**config.mk**
```make
export PLATFORM = sky130hd
export DESIGN_NAME = pns_fade
export DESIGN_NICKNAME = d
export VERILOG_FILES = /design/src/hdl/pns_pkg.sv /design/src/hdl/pns_fade.sv
export SDC_FILE = /design/constraint.sdc
export NUM_CORES = 1
export LEC_CHECK = 0
export BUFFER_PORTS_ARGS = -buffer_cell sky130_fd_sc_hd__clkbuf_2
export CAP_MARGIN = 20
export CORE_ASPECT_RATIO = 0.75
export CORE_MARGIN = 1
export CORE_UTILIZATION = 65
export CTS_CLUSTER_DIAMETER = 30
export DETAILED_ROUTE_END_ITERATION = 7
export HOLD_SLACK_MARGIN = 0.05
export PLACE_DENSITY = 0.82
export SYNTH_ARGS = -nofsm -noshare
export SYNTH_HDL_FRONTEND = slang
export SYNTH_SLANG_ARGS = --single-unit
```
**constraint.sdc**
```tcl
create_clock -name clock -period 9.9 [get_ports clock]
set_input_delay 1.98 -clock clock [delete_from_list [all_inputs] [get_ports clock]]
set_output_delay 1.98 -clock clock [all_outputs]
set_load 0.02 [all_outputs]
```
**src/hdl/pns_pkg.sv**
```systemverilog
package pns_pkg;

   localparam int POS_W       = 12;
   localparam int GRAD_W      = 16;
   localparam int ENTRY_W     = 2 * GRAD_W;
   localparam int TABLE_DEPTH = 256;
   localparam int ADDR_W      = 8;
   localparam int NOISE_W     = 16;
   localparam int IDX_W       = 24;
   localparam int NUM_CORNERS = 4;

   localparam int Q16_SHIFT  = 16;
   localparam int HALF_Q16   = 32768;
   localparam int ONE_Q16    = 65536;
   localparam int FADE_W     = 17;
   localparam int FRAC_EXT_W = 16;

   localparam int FADE_K6  = 6;
   localparam int FADE_K15 = 15 * 65536;
   localparam int FADE_K10 = 10;

   localparam int NOISE_MAX = 32767;
   localparam int NOISE_MIN = -32768;

   localparam logic KIND_LOAD   = 1'b0;
   localparam logic KIND_SAMPLE = 1'b1;

endpackage

```
**src/hdl/pns_fade.sv**
```systemverilog
module pns_fade #(
   parameter int FRACTION_BITS = 8
) (
   input  logic                         clock,
   input  logic [3:0]                   stage_en,
   input  logic [FRACTION_BITS-1:0]     frac,
   output logic [pns_pkg::FADE_W-1:0]   weight
);
   import pns_pkg::*;

   localparam int U_W   = 16;
   localparam int P_W   = 21;
   localparam int UP_W  = U_W + 1 + P_W;
   localparam int UU_W  = 2 * U_W;
   localparam int R_W   = 20;
   localparam int FM_W  = U_W + R_W + 1;
   localparam int FS_W  = FM_W - Q16_SHIFT;
   localparam longint TenQ32 = longint'(FADE_K10) << 32;

   logic [U_W-1:0]          u_in;
   logic signed [P_W-1:0]   p_in;
   logic signed [UP_W-1:0]  up_in, up_ff;
   logic [UU_W-1:0]         uu_in, uu_ff;
   logic [U_W-1:0]          u_ff2, u_ff3;
   logic signed [UP_W-1:0]  q_in;
   logic [R_W-1:0]          r_ff3, r_ff4;
   logic [U_W-1:0]          t2_in, t2_ff;
   logic [UU_W-1:0]         t3m_in;
   logic [U_W-1:0]          t3_ff;
   logic [FM_W-1:0]         fm_in;
   logic [FS_W-1:0]         fs_in;
   logic [FADE_W-1:0]       weight_in, weight_ff;

   always_comb begin
      u_in   = U_W'(32'(frac) << (U_W - FRACTION_BITS));
      p_in   = signed'(P_W'(u_in) * P_W'(FADE_K6)) - P_W'(FADE_K15);
      up_in  = UP_W'(signed'({1'b0, u_in})) * UP_W'(p_in);
      uu_in  = UU_W'(u_in) * UU_W'(u_in);
      q_in   = up_ff + UP_W'(TenQ32) + UP_W'(HALF_Q16);
      t2_in  = U_W'((uu_ff + UU_W'(HALF_Q16)) >> Q16_SHIFT);
      t3m_in = UU_W'(t2_ff) * UU_W'(u_ff3) + UU_W'(HALF_Q16);
      fm_in  = FM_W'(t3_ff) * FM_W'(r_ff4) + FM_W'(HALF_Q16);
      fs_in  = fm_in[FM_W-1:Q16_SHIFT];
      if (fs_in > FS_W'(ONE_Q16)) begin
         weight_in = FADE_W'(ONE_Q16);
      end else begin
         weight_in = FADE_W'(fs_in);
      end
   end

   always_ff @(posedge clock) begin
      if (stage_en[0]) begin
         up_ff <= up_in;
         uu_ff <= uu_in;
         u_ff2 <= u_in;
      end
      if (stage_en[1]) begin
         r_ff3 <= q_in[Q16_SHIFT +: R_W];
         t2_ff <= t2_in;
         u_ff3 <= u_ff2;
      end
      if (stage_en[2]) begin
         t3_ff <= t3m_in[UU_W-1:Q16_SHIFT];
         r_ff4 <= r_ff3;
      end
      if (stage_en[3]) begin
         weight_ff <= weight_in;
      end
   end

   assign weight = weight_ff;

endmodule

```
==> qor.csv <==
stage,metric,value,unit
timing,max-slew violations,0,
logic_synthesis,Synth Flop Type,edfxtp_1,
min_path,hold path start,r_ff3[5],
setup_path,Worst setup EP type,register,
floorplanning,Initial Utilization,66.7,%
place,GP Congestion,0.887,
grt,initial antenna violation count,0,
logic_synthesis,Yosys top cell area share,35.1,%
min_path,worst min path class,register to register,
routing,Post-Route WL,48.7,mm
cts,# hold bufs at CTS,0,
setup_path,CP max stage cell,xnor2_1,
timing,worst-margin pin slew,1.01,ns
setup_path,crit path launch,frac[1],
routing,Starting DRT DRC Count,1081,
run,max_cap viols,0,
routing,drt pass-1 iters,5,
timing,Max Fclk,110,MHz
cts,Longest Clk Path Bufs,2,
cts,CTS sink count,132,
cts,CTS buffer count,17,
layout,nets,3036,
logic_synthesis,count of different cell masters after synthesis,84,
cts,H-tree levels,4,
layout,Area Growth Syn to Fin,4.46,%
grt,maximum number of pins on one net before global-route repair,41,
logic_synthesis,Synth area leader,fa_1,
status,status,finished clean,
timing,Hold WS,0.406,ns
routing,"antenna viol nets, final",0,
floorplanning,FP Rows,59,
place,port buffer count,29,
timing,crit share post-route,91.9,%
logic_synthesis,Syn Area/Cell,9.81,µm²
cts,Clock Pin Slew Worst Setup and Hold Paths,0.07,ns
routing,via count,16000,
floorplanning,I/O pin count,30,
routing,Wirelength per Cell,17.2,µm
layout,share of cells above drive strength 1,4.08,%
logic_synthesis,asr flop ratio synth,0,%
cts,root buf cell,clkbuf_16,
setup_path,CP arrival,9.31,ns
timing,setup violators final,0,
setup_path,Reg-to-Reg Start,t3_ff[11],
cts,post-CTS setup buffer count,0,
setup_path,worst setup path category,primary input to register,
logic_synthesis,Synth area leaders,"fa_1 (35%), edfxtp_1 (17%), ha_1 (13%), inv_1 (8.6%), and2_1 (6.6%)",
logic_synthesis,Mapped Cells,2385,
grt,grt ovf,0,
routing,DRC,0,
floorplanning,Core Footprint,35100,µm²
floorplanning,Die X,221,µm
grt,Tot GR Track Use,28.0,%
timing,TNS Setup,0,ns
logic_synthesis,Syn. warnings,0,
floorplanning,die height,166,µm
routing,DR vias/cell,5.65,
setup_path,CP max FO,21,
cts,CTS tree,built,
logic_synthesis,Post-Syn Area,23400,µm²
cts,Post-CTS Resized,0,
timing,Tmin final,9.10,ns
setup_path,CP Launch Type,primary input,
setup_path,Worst path max stage delay,0.54,ns
timing,Worst Skew,0.0172,ns
floorplanning,die area,36800,µm²
logic_synthesis,Syn Nets,3055,
layout,number of diodes,0,
logic_synthesis,"EDFF count, synth",132,
logic_synthesis,register area share after synthesis,16.9,%
setup_path,"Req. time, crit path",10.11,ns
cts,Skew-Pair Late Insertion Delay,0.44,ns
timing,final hold vios,0,
place,Final HPWL DP,39.3,mm
place,Cells after DPL,2804,
setup_path,internal reg-to-reg setup slack,2.31,ns
timing,worst rel slew slack,32.8,%
logic_synthesis,"flops & latches, synth",132,
grt,global-route wire length before repair,82.7,mm
timing,RSZ-0062 raised after global routing,no,
grt,vias in the first global route,17300,
layout,"Cell Count, Final, Fillers Out",2836,
[through the flow]
| step | setup WS [ns] | util, % | instance area [µm²] |
|---|---|---|---|
| 2_1_floorplan | 1.84 | - | 23400 |
| 3_3_place_gp | 0.842 | 68.0 | 23800 |
| 3_5_place_dp | 0.498 | 68.0 | 23800 |
| 4_1_cts | 0.927 | 69.7 | 24400 |
| 5_1_grt | 0.342 | 69.7 | 24400 |
| 6_report | 0.803 | 69.7 | 24400 |
[final cells by class]
cell class	instances	area, µm²
fill	2559	10600
timing repair buffer	29	145
inverter	538	2020
clock buffer	17	425
multi-input combinational	1648	17100
clock inverter	15	168
sequential	132	3960
tap	457	572
[synth_stat cells (3+ instances only)]
cell type  instances
nand2b_1           5
nand3_1           13
o21ai_1            3
xor2_1            32
inv_1            537
and3_1            11
mux2i_1            5
o21ai_0           33
xnor2_1           54
o31ai_1            4
nand4_1            8
nand2_1          287
nor2_1            58
a211oi_1           6
a31o_2             6
clkbuf_1          63
a31oi_1            4
fa_1             410
a211o_1            4
and4_1             4
ha_1             247
a21oi_1           62
nor3_1            10
o21a_1            11
or2_2              4
o211ai_1           6
a21o_1            20
nor4_1             3
o21bai_1          11
or3_1              5
and2_1           248
edfxtp_1         132
nor2b_1           11
o22ai_1            3
o22a_1             3
[logic make-up after synthesis]
logic type	synth area share, %
flops	16.9
mux	0.310
compound gates	6.29
buf+inv	9.78
fa+ha+maj	48.3
simple gates	14.8
xor+xnor	3.53
[registers in the layout, indices dropped and copies added, names as in the netlist]
name and cells:
r_ff4 19, u_ff2 8, u_ff3 7, uu_ff 14, up_ff 18, r_ff3 19
t3_ff 16, weight 17, t2_ff 14
[cells in the final DEF, fill, tap and decap left out, drive strengths merged, types with 3 or more instances in the layout]
cell,instances
inv,544
fa,410
nand2,287
and2,248
ha,247
edfxtp,132
a21oi,63
nor2,58
xnor2,55
clkbuf,46
o21ai,38
xor2,34
a21o,20
nand3,15
o21bai,11
nor2b,11
o21a,11
and3,11
nor3,11
nand4,9
o211ai,7
a211oi,7
a31o,6
or3,6
clkinv,6
nand2b,5
mux2i,5
a31oi,5
nor4,5
or2,4
and4,4
o31ai,4
a211o,4
o22a,4
o22ai,3
o221ai,3
o21ba,3
nor3b,3
[path summary, 6_finish.rpt]
kind	end	cells past startpoint
worst max-delay path	up_ff[35]	29
worst min-delay path	r_ff4[5]	0
worst max register to register	weight[0]	21
worst min register to register	r_ff4[5]	0
[per-layer routing]
metal	vias to the layer above	GRT usage [%]	routed length [µm]
met5	-	0	0
met2	614	46.7	23300
met4	0	6.20	690
li1	7322	-	-
met3	70	5.06	3460
met1	8027	38.5	21300
[worst max-delay path, delay by kind of cell]
family | cells | cell delay [ns]
buf+inv | 6 | 0.73
mux | 1 | 0.14
simple gates | 3 | 0.30
compound gates | 9 | 1.91
xor+xnor | 2 | 0.89
fa+ha+maj | 8 | 3.32
Power is not shown: default switching activity piles up to over one toggle a cycle in this logic, so the estimate is an artifact.
